### config.mk
export PLATFORM = sky130hd
export DESIGN_NAME = sorted_wakeup_queue
export DESIGN_NICKNAME = d
export VERILOG_FILES = /design/src/rtl/swq_pkg.sv /design/src/rtl/sorted_wakeup_queue.sv /design/src/rtl/swq_cell.sv
export SDC_FILE = /design/constraint.sdc
export NUM_CORES = 1
export LEC_CHECK = 0
export BUFFER_PORTS_ARGS = -buffer_cell sky130_fd_sc_hd__buf_2
export CORE_MARGIN = 2
export CORE_UTILIZATION = 51
export CTS_BUF_LIST = sky130_fd_sc_hd__clkbuf_16
export DETAILED_ROUTE_END_ITERATION = 12
export GPL_ROUTABILITY_DRIVEN = 1
export PLACE_DENSITY = 0.77
export SLEW_MARGIN = 20
export SYNTH_ARGS = -nofsm -noshare
export SYNTH_HDL_FRONTEND = slang
export SYNTH_SLANG_ARGS = --single-unit
### constraint.sdc
create_clock -name clk -period 8.75 [get_ports clk]
set_input_delay 0.875 -clock clk [delete_from_list [all_inputs] [get_ports clk]]
set_output_delay 0.875 -clock clk [all_outputs]
set_load 0.02 [all_outputs]
### src/rtl/swq_pkg.sv
// Package for the sorted wake-up queue.
// Holds the request and response beat types, the opcodes and the cell control group.
// Depends on nothing.
package swq_pkg;

	localparam logic OP_INSERT = 1'b0;
	localparam logic OP_CHECK  = 1'b1;

	localparam int TIME_W = 32;
	localparam int TASK_W = 8;

	typedef struct packed {
		logic              opcode;
		logic [TIME_W-1:0] wake_time;
		logic [TASK_W-1:0] task_id;
		logic [TIME_W-1:0] current_time;
	} req_t;

	typedef struct packed {
		logic              woke;
		logic [TASK_W-1:0] woken_task;
		logic              lost;
	} rsp_t;

	// Broadcast to every cell of the row in the cycle a request beat is taken.
	typedef struct packed {
		logic ins;
		logic pop;
	} cell_ctl_t;

endpackage

### src/rtl/sorted_wakeup_queue.sv
// Sorted wake-up queue: top level, a row of swq_cell slots and the response register.
// Depends on swq_pkg and swq_cell.
//
// The queue keeps QUEUE_DEPTH wake-up requests in a row of cells, active entries first and
// sorted by wake time, older entries ahead of younger ones with the same time. An insert
// beat (opcode 0) lands behind every entry with an equal or earlier time and pushes the
// later entries back by one; when the queue is full the last entry falls off, or, if no
// entry is later than the new time, the new request is dropped, and either way lost is
// set. A check beat (opcode 1) compares current_time with the head: if the head is active
// and due it is popped, every entry moves forward, and woke is set with the task id. Every
// request beat gives exactly one response beat. Each cell compares its own time with the
// new request in parallel, so the block takes one request per clock; a request is held
// off only while a finished response sits in the output register and the consumer
// stalls it. Marking the task runnable is up to the consumer. Task ids are kept to
// TASK_BITS bits.
module sorted_wakeup_queue #(
	parameter int QUEUE_DEPTH = 8,
	parameter int TASK_BITS   = 8
) (
	input  logic          clk,
	input  logic          arst_n,
	input  logic          req_valid,
	output logic          req_stall,
	input  swq_pkg::req_t req,
	output logic          rsp_valid,
	input  logic          rsp_stall,
	output swq_pkg::rsp_t rsp
);
	import swq_pkg::*;

	// Row of slots, one entry per cell, each also read by its neighbouring cells.
	logic [TIME_W-1:0]    slot_time   [QUEUE_DEPTH];
	logic [TASK_BITS-1:0] slot_task   [QUEUE_DEPTH];
	logic [QUEUE_DEPTH-1:0] slot_active;
	logic [QUEUE_DEPTH-1:0] slot_after;

	logic                 take;
	logic                 head_due;
	logic [TASK_BITS-1:0] new_task;
	cell_ctl_t            ctl;

	rsp_t rsp_d;
	rsp_t rsp_q;
	logic rsp_valid_q;

	// Hold the request side only while a response waits and the consumer stalls.
	assign req_stall = rsp_valid_q && rsp_stall;
	assign take      = req_valid && !req_stall;

	// Mask the task id to the stored width.
	assign new_task = TASK_BITS'(req.task_id);

	assign head_due = slot_active[0] && (req.current_time >= slot_time[0]);

	assign ctl.ins = take && (req.opcode == OP_INSERT);
	assign ctl.pop = take && (req.opcode == OP_CHECK) && head_due;

	genvar k;
	generate
		for (k = 0; k < QUEUE_DEPTH; k++) begin : g_cell
			logic                 p_after;
			logic [TIME_W-1:0]    p_time;
			logic [TASK_BITS-1:0] p_task;
			logic                 p_active;
			logic [TIME_W-1:0]    n_time;
			logic [TASK_BITS-1:0] n_task;
			logic                 n_active;

			if (k == 0) begin : g_head
				// Nothing ahead of the head: a request that does not go behind it goes here.
				assign p_after  = 1'b1;
				assign p_time   = '0;
				assign p_task   = '0;
				assign p_active = 1'b0;
			end else begin : g_body
				assign p_after  = slot_after[k-1];
				assign p_time   = slot_time[k-1];
				assign p_task   = slot_task[k-1];
				assign p_active = slot_active[k-1];
			end

			if (k == QUEUE_DEPTH - 1) begin : g_tail
				// Pop shifts an empty slot into the tail.
				assign n_time   = '0;
				assign n_task   = '0;
				assign n_active = 1'b0;
			end else begin : g_mid
				assign n_time   = slot_time[k+1];
				assign n_task   = slot_task[k+1];
				assign n_active = slot_active[k+1];
			end

			swq_cell #(
				.TASK_BITS(TASK_BITS)
			) u_cell (
				.clk        (clk),
				.arst_n     (arst_n),
				.ctl        (ctl),
				.new_time   (req.wake_time),
				.new_task   (new_task),
				.prev_after (p_after),
				.prev_time  (p_time),
				.prev_task  (p_task),
				.prev_active(p_active),
				.next_time  (n_time),
				.next_task  (n_task),
				.next_active(n_active),
				.slot_time  (slot_time[k]),
				.slot_task  (slot_task[k]),
				.slot_active(slot_active[k]),
				.after      (slot_after[k])
			);
		end
	endgenerate

	// Build the response. Active slots are packed at the front, so a full queue always
	// loses a request on insert: the tail, or the new one when it belongs past the tail.
	always_comb begin
		rsp_d = '0;
		if (req.opcode == OP_INSERT) begin
			rsp_d.lost = slot_active[QUEUE_DEPTH-1];
		end else if (head_due) begin
			rsp_d.woke       = 1'b1;
			rsp_d.woken_task = TASK_W'(slot_task[0]);
		end
	end

	always_ff @(posedge clk or negedge arst_n) begin
		if (!arst_n) begin
			rsp_valid_q <= 1'b0;
		end else if (take) begin
			rsp_valid_q <= 1'b1;
		end else if (!rsp_stall) begin
			rsp_valid_q <= 1'b0;
		end
	end

	always_ff @(posedge clk) begin
		if (take) begin
			rsp_q <= rsp_d;
		end
	end

	assign rsp_valid = rsp_valid_q;
	assign rsp       = rsp_q;

`ifndef SYNTHESIS
	// Active slots always form one run from the head.
	a_active_packed: assert property (@(posedge clk) disable iff (!arst_n)
		(slot_active & (slot_active + QUEUE_DEPTH'(1))) == '0)
		else $error("active slots not packed at the head");

	// Every taken request gives a response in the next cycle.
	a_rsp_follows: assert property (@(posedge clk) disable iff (!arst_n)
		take |=> rsp_valid)
		else $error("request taken without a response");

	// A response never both wakes and loses.
	a_woke_lost: assert property (@(posedge clk) disable iff (!arst_n)
		rsp_valid |-> !(rsp.woke && rsp.lost))
		else $error("response both woke and lost");

	// No task id without a wake.
	a_task_zero: assert property (@(posedge clk) disable iff (!arst_n)
		(rsp_valid && !rsp.woke) |-> (rsp.woken_task == '0))
		else $error("woken_task set without woke");

	// A pop leaves the head holding what the second slot held.
	a_pop_shift: assert property (@(posedge clk) disable iff (!arst_n)
		(ctl.pop && slot_active[1]) |=> (slot_time[0] == $past(slot_time[1])))
		else $error("pop did not advance the queue");
`endif

endmodule

### src/rtl/swq_cell.sv
// One slot of the sorted wake-up queue: time, task and active flag.
// Compares its own time with the new request and loads from itself, its neighbours or the
// new request. Depends on swq_pkg.
module swq_cell #(
	parameter int TASK_BITS = 8
) (
	input  logic                       clk,
	input  logic                       arst_n,
	input  swq_pkg::cell_ctl_t         ctl,
	input  logic [swq_pkg::TIME_W-1:0] new_time,
	input  logic [TASK_BITS-1:0]       new_task,
	input  logic                       prev_after,
	input  logic [swq_pkg::TIME_W-1:0] prev_time,
	input  logic [TASK_BITS-1:0]       prev_task,
	input  logic                       prev_active,
	input  logic [swq_pkg::TIME_W-1:0] next_time,
	input  logic [TASK_BITS-1:0]       next_task,
	input  logic                       next_active,
	output logic [swq_pkg::TIME_W-1:0] slot_time,
	output logic [TASK_BITS-1:0]       slot_task,
	output logic                       slot_active,
	output logic                       after
);
	import swq_pkg::*;

	logic [TIME_W-1:0]    time_q;
	logic [TASK_BITS-1:0] task_q;
	logic                 active_q;

	// New request goes behind this slot when the slot holds an equal or earlier time.
	assign after = active_q && (time_q <= new_time);

	always_ff @(posedge clk or negedge arst_n) begin
		if (!arst_n) begin
			active_q <= 1'b0;
		end else if (ctl.pop) begin
			active_q <= next_active;
		end else if (ctl.ins && !after) begin
			active_q <= prev_after ? 1'b1 : prev_active;
		end
	end

	always_ff @(posedge clk) begin
		if (ctl.pop) begin
			time_q <= next_time;
			task_q <= next_task;
		end else if (ctl.ins && !after) begin
			if (prev_after) begin
				time_q <= new_time;
				task_q <= new_task;
			end else begin
				time_q <= prev_time;
				task_q <= prev_task;
			end
		end
	end

	assign slot_time   = time_q;
	assign slot_task   = task_q;
	assign slot_active = active_q;

endmodule

==> results of run 1 <==
flip-flops by register name, indices dropped and copies added, names as in the netlist:
name,flops
g_cell.u_cell.slot_active,8
g_cell.u_cell.slot_task,64
g_cell.u_cell.slot_time,256
rsp,10
rsp_valid,1
layer usage:
metal  share of wire (%)  up-vias  global-route usage (%)
li1                    -    10300                       -
met1                  39    11300                    42.1
met2                  45     1583                    51.2
met3                  11      337                    6.51
met4                 5.6        0                    16.7
met5                   0        -                       0
power groups by stage:
| stage | logic [W] | registers (W) | clock network (W) |
|---|---|---|---|
| floorplan | 0.00187 | 0.00245 | 0 |
| global placement | 0.00234 | 0.00255 | 0 |
| detailed placement | 0.00246 | 0.00255 | 0 |
| CTS | 0.00247 | 0.00253 | 0.00175 |
| global route | 0.00274 | 0.00257 | 0.00181 |
| finish | 0.00253 | 0.00254 | 0.00176 |
logic make-up (layout without fill, tap and decap cells):
kind of cell / Yosys count / count (layout)
compound gates: 1122 / 1122
fa+ha+maj: 288 / 288
simple gates: 540 / 540
buf+inv: 368 / 290
mux: 39 / 39
flops: 339 / 339
cell usage after synthesis (10+ instances only):
cell / n
a21o_1: 76
clkbuf_1: 155
mux2_2: 39
nor3_1: 11
o21ai_0: 31
o311ai_0: 10
nand3_1: 307
nand2_1: 77
dfxtp_1: 40
inv_1: 91
nor2b_1: 14
nand4_1: 57
a311oi_1: 40
buf_6: 10
buf_2: 102
o21a_1: 13
a21oi_1: 368
a21bo_1: 59
ha_1: 288
or4_1: 11
a21bo_2: 177
nor2_1: 27
a211oi_1: 44
edfxtp_1: 290
a31oi_1: 247
metrics by stage:
stage          total power [W]  utilization (%)  instances  hold WS [ps]  instance area (um^2)
3_5_place_dp           0.00501             52.7       3214           562                 26500
6_report               0.00683             55.4       3290           185                 27800
2_1_floorplan          0.00432                -       2696           531                 26100
5_1_grt                0.00713             55.4       3290           194                 27800
3_3_place_gp           0.00489             52.7       3213           553                 26500
4_1_cts                0.00675             55.3       3290           171                 27800
layout make-up:
type,count,area (um^2)
tap,672,841
clock buffer,43,1080
clock inverter,33,265
multi-input combinational,1989,14800
timing repair buffer,123,736
sequential,339,9730
inverter,91,342
fill,4409,22400
worst min path at each step:
stage	from	end	slack, ps
after floorplan	g_cell[0].u_cell.slot_task[0]$_DFFE_PP_	rsp[1]$_SDFFCE_PN0P_	530
after global placement	g_cell[0].u_cell.slot_task[7]$_DFFE_PP_	rsp[8]$_SDFFCE_PN0P_	550
after detailed placement	g_cell[0].u_cell.slot_task[7]$_DFFE_PP_	rsp[8]$_SDFFCE_PN0P_	560
after CTS	arst_n	rsp_valid$_DFFE_PN0P_	170
after global routing	arst_n	rsp_valid$_DFFE_PN0P_	190
final	arst_n	rsp_valid$_DFFE_PN0P_	180
worst register-to-register path: cells and delay by family (launching register included):
kind                     cells  cell delay (ps)
adder cells (fa/ha/maj)      1              290
AO/OA/AOI/OAI                4             2850
buffers and inverters        1              610
AND/OR/NAND/NOR              2              900
flip-flops                   1              440
==> flow_summary.json, run 1 <==
{
  "grt_pass1_wl_mm": 135,
  "crit_end": "g_cell[6].u_cell.slot_time[20]$_DFFE_PP_",
  "grt_max_degree": 214,
  "cts-root-buf": "clkbuf_16",
  "clk_pin_slew_worst_paths_ps": 70,
  "cp.arrival_ps": 5650,
  "area_delta_synth_final_pct": 6.82,
  "maxCapViolations": 0,
  "finalWirelength_mm": 87.1,
  "cts_tree": "yes",
  "grt_remaining_overflow": 0,
  "power_frac_comb_pct": 37.0,
  "fmax_mhz": 186,
  "die_y_um": 230,
  "tns_ps": 0,
  "synthMuxAreaShare_pct": 1.69,
  "outcome": "completed",
  "ios": 89,
  "drt_iter0_markers": 3138,
  "holdCritPathClass": "primary input to async pin",
  "slew_headroom_pct": 14.7,
  "cts.htree.levels": 2,
  "period_minus_slack_ps": 5380,
  "yosysWarnings": 0,
  "clock_skew_ps": 29.8,
  "startpoint_type": "flop",
  "peakVddDrop_mv": 0.142,
  "syn_nets": 3061,
  "synth_xor_area_share_pct": 0,
  "synth_top_family_by_area": "compound AO/OA/AOI/OAI gates",
  "ant_nets": 0,
  "crit_family": "compound AO/OA/AOI/OAI gates",
  "hold_viol": 0,
  "startpoint": "g_cell[0].u_cell.slot_time[0]$_DFFE_PP_",
  "hold_buffers": 0,
  "vias": 23600,
  "clockBufferDepth": 3,
  "ys_seq_area_share_pct": 37.4,
  "reg2reg_depth": 8,
  "ys_ff_latch": 339,
  "reg2reg_from": "g_cell[0].u_cell.slot_time[0]$_DFFE_PP_",
  "rsz0062_at_grt": "false",
  "synth_compound_area_share_pct": 30.1,
  "numClockSinks": 339,
  "sw_frac_of_total_pct": 36.7,
  "synth_area_leaders": "edfxtp_1 33%, ha_1 14%, a21oi_1 7.1%",
  "reg2reg_slack_ps": 3370,
  "first_global_vias": 23500,
  "max_stage_delay_ps": 940,
  "syn_avg_cell_area_um2": 9.67,
  "dp_hpwl_mm": 56.5,
  "core_area_um2": 50300,
  "synthSimpleGateAreaFrac_pct": 10.9,
  "gp_congestion": 1.02,
  "yosys_most_used_dff": "edfxtp_1",
  "mostFrequentLayoutCells": "368 x a21oi_1, 306 x nand3_1, 290 x edfxtp_1",
  "cp_max_fo": 205,
  "vias_per_cell": 7.16,
  "path_cells": "ha_1 > nand2b_1 > a2111o_1 > a311oi_1 > a21o_4 > and2_4 > buf_12 > a31oi_1",
  "setup_viol": 0,
  "path_class": "flop to flop",
  "required_ps": 9020,
  "reg2reg_to": "g_cell[6].u_cell.slot_time[20]$_DFFE_PP_",
  "grt_usage_pct": 32.4,
  "synthAdderAreaFrac_pct": 13.8,
  "async_reset_ff_share_pct": 2.65,
  "p_sw_w": 0.00251,
  "p_clk_share_pct": 25.7,
  "chipWidth_um": 230,
  "powerDensity_nw_per_um2": 245,
  "syn_inst": 2696,
  "io_buffers": 88,
  "period_share_pct": 61.5,
  "dp_slack_ps": 2950,
  "antenna_found_initial": 0,
  "antenna_cells": 0,
  "cts_buffers": 41,
  "cts_resized": 0,
  "syn_area_um2": 26100,
  "clk_latency_ps": 590,
  "rows": 82,
  "synth_top_area_share_pct": 33.4,
  "die_area_um2": 52900,
  "p_seq_share_pct": 37.2,
  "final_common_cell": "a21oi_1",
  "synth_area_leader_cell": "edfxtp_1",
  "synth_edf_count": 290,
  "final_nets": 2950,
  "critPathBufInv": 1,
  "leakage_nw": 11.0,
  "critPathCaptureType": "flop",
  "detail_route.first_pass.iterations": 6,
  "fin_ws_ps": 3370,
  "drive_gt1_share_pct": 16.9,
  "tightest_slew_ps": 1280,
  "slew_violations": 0,
  "crit_slowest_cell": "a311oi_1",
  "postCtsSetupRepairBufs": 0,
  "initial_core_util_pct": 51.8,
  "intPower_w": 0.00432,
  "synthDistinctLibCells": 58,
  "path_depth": 8,
  "route.detailed.drc": 0,
  "wire_per_inst_um": 26.5
}
(Power assumes the default switching activity.)
==> inputs of run 2 (changes only) <==
PLACE_DENSITY = 0.79   (was 0.77)
clock period = 4.55 ns   (was 8.75 ns; I/O delays follow)
==> run 2 against run 1 <==
Compared with the run above:
- critical path depth is 2 higher
- register-to-register slack worse by 2800 ps
- sequential share of layout area is 0.56 points lower
- sequential cell count stayed put
- cell area is 1.6% higher
- maximum frequency is 35% higher
==> flow_summary.json, run 2 (synthesis gave the netlist of run 1 again) <==
{
  "outcome": "completed",
  "period_minus_slack_ps": 3980,
  "cts_buffers": 41,
  "slew_headroom_pct": 26.2,
  "first_global_vias": 23300,
  "clockBufferDepth": 3,
  "die_y_um": 230,
  "grt_max_degree": 158,
  "period_share_pct": 87.4,
  "tightest_slew_ps": 1110,
  "cts-root-buf": "clkbuf_16",
  "path_depth": 10,
  "mostFrequentLayoutCells": "368 x a21oi_1, 306 x nand3_1, 290 x edfxtp_1",
  "cts_tree": "yes",
  "vias_per_cell": 7.12,
  "reg2reg_depth": 10,
  "detail_route.first_pass.iterations": 6,
  "max_stage_delay_ps": 920,
  "chipWidth_um": 230,
  "postCtsSetupRepairBufs": 0,
  "critPathCaptureType": "flop",
  "ant_nets": 0,
  "wire_per_inst_um": 26.4,
  "clk_pin_slew_worst_paths_ps": 60,
  "multiInputGateArea_um2": 14900,
  "drt_iter0_markers": 3126,
  "critPathBufInv": 3,
  "clk_latency_ps": 610,
  "cp.arrival_ps": 4390,
  "crit_family": "compound AO/OA/AOI/OAI gates",
  "cp_max_fo": 91,
  "rows": 82,
  "dp.cells": 3251,
  "path_class": "flop to flop",
  "hold_viol": 0,
  "grt_remaining_overflow": 0,
  "fill_cells": 4313,
  "final_cells": 3328,
  "final-seq-area_um2": 9730,
  "fin_area_um2": 28300,
  "startpoint_type": "flop",
  "maxCapViolations": 0,
  "drive_gt1_share_pct": 17.8,
  "cts_resized": 0,
  "final_nets": 2988,
  "finalWirelength_mm": 87.9,
  "slew_violations": 0,
  "cts.htree.levels": 2,
  "die_area_um2": 52900,
  "peakVddDrop_mv": 0.291,
  "final_common_cell": "a21oi_1",
  "min_path_cells": 2,
  "largest_reg_flops": 256,
  "gp_congestion": 0.965,
  "grt_usage_pct": 32.4,
  "final_util_pct": 56.3,
  "rsz0062_at_grt": "false",
  "powerDensity_nw_per_um2": 466,
  "dp_hpwl_mm": 59.1,
  "reg2reg_from": "g_cell[0].u_cell.slot_time[19]$_DFFE_PP_",
  "clock_skew_ps": 34.0,
  "ios": 89,
  "fmax_mhz": 252,
  "min-delay-start": "req_valid",
  "path_cells": "inv_1 > ha_1 > a21oi_1 > o21ai_0 > a221oi_1 > a211o_4 > buf_4 > buf_4 > a21oi_1 > a31oi_1",
  "tns_ps": 0,
  "leakage_nw": 11.2,
  "core_area_um2": 50300,
  "reg2reg_slack_ps": 570,
  "route.detailed.drc": 0,
  "grt_pass1_wl_mm": 135,
  "startpoint": "g_cell[0].u_cell.slot_time[19]$_DFFE_PP_",
  "antenna_cells": 0,
  "holdCritPathClass": "primary input to flop",
  "antenna_found_initial": 0,
  "numClockSinks": 339,
  "crit_slowest_cell": "buf_4",
  "io_buffers": 88,
  "place_area_um2": 27000,
  "required_ps": 4970,
  "vias": 23700,
  "setup_viol": 0,
  "initial_core_util_pct": 51.8,
  "area_delta_synth_final_pct": 8.57
}
[run 2: changes by cell type in the layout (fill, tap and decap cells not counted), moves of 2 or more]
cell and delta:
buf_6 -2, o311ai_2 -4, buf_12 +13, inv_6 -3, clkinv_2 -6, inv_1 +5, clkinv_1 +2, o311ai_4 +4
buf_4 +26, inv_16 +3
[run 2: where the power goes]
| part | internal [W] | switching, W | total [W] |
|---|---|---|---|
| combinational | 0.00214 | 0.00285 | 0.00499 |
| sequential | 0.00432 | 0.000562 | 0.00488 |
| clock | 0.00187 | 0.00145 | 0.00332 |
| total | 0.00832 | 0.00486 | 0.0132 |
[run 2: stage by stage]
stage	total power [W]	setup slack (ps)	hold WS, ps
3_5_place_dp	0.00975	329	345
3_3_place_gp	0.00952	355	345
2_1_floorplan	0.00829	2.56	159
6_report	0.0132	575	85.1
5_1_grt	0.0138	455	81.3
4_1_cts	0.0130	645	68.9
[run 2: final timing paths]
path,end
worst max-delay path,g_cell[1].u_cell.slot_time[1]$_DFFE_PP_
worst min-delay path,rsp_valid$_DFFE_PN0P_
worst max register to register,g_cell[1].u_cell.slot_time[1]$_DFFE_PP_
worst min register to register,rsp[8]$_SDFFCE_PN0P_
max in group asynchronous,rsp_valid$_DFFE_PN0P_
min in group asynchronous,g_cell[6].u_cell.slot_active$_DFFE_PN0P_
[run 2: repair_timing]
item,in CTS,in global routing
setup endpoints to repair,0,0
hold endpoints to repair,9,0
hold buffers,1,0
[run 2: cell type report]
| cell class | instances | share of cell area [%] |
|---|---|---|
| Clock buffer | 42 | 3.71 |
| Multi-Input combinational cell | 1989 | 52.6 |
| Clock inverter | 34 | 0.955 |
| Inverter | 91 | 1.21 |
| Tap cell | 672 | 2.97 |
| Sequential cell | 339 | 34.4 |
| Timing Repair Buffer | 161 | 4.17 |
[run 2: layer usage]
metal,track usage (%),share of wire [%]
met1,43.0,39
met4,18.6,6.0
met5,0,0
met2,49.8,44
met3,6.03,11
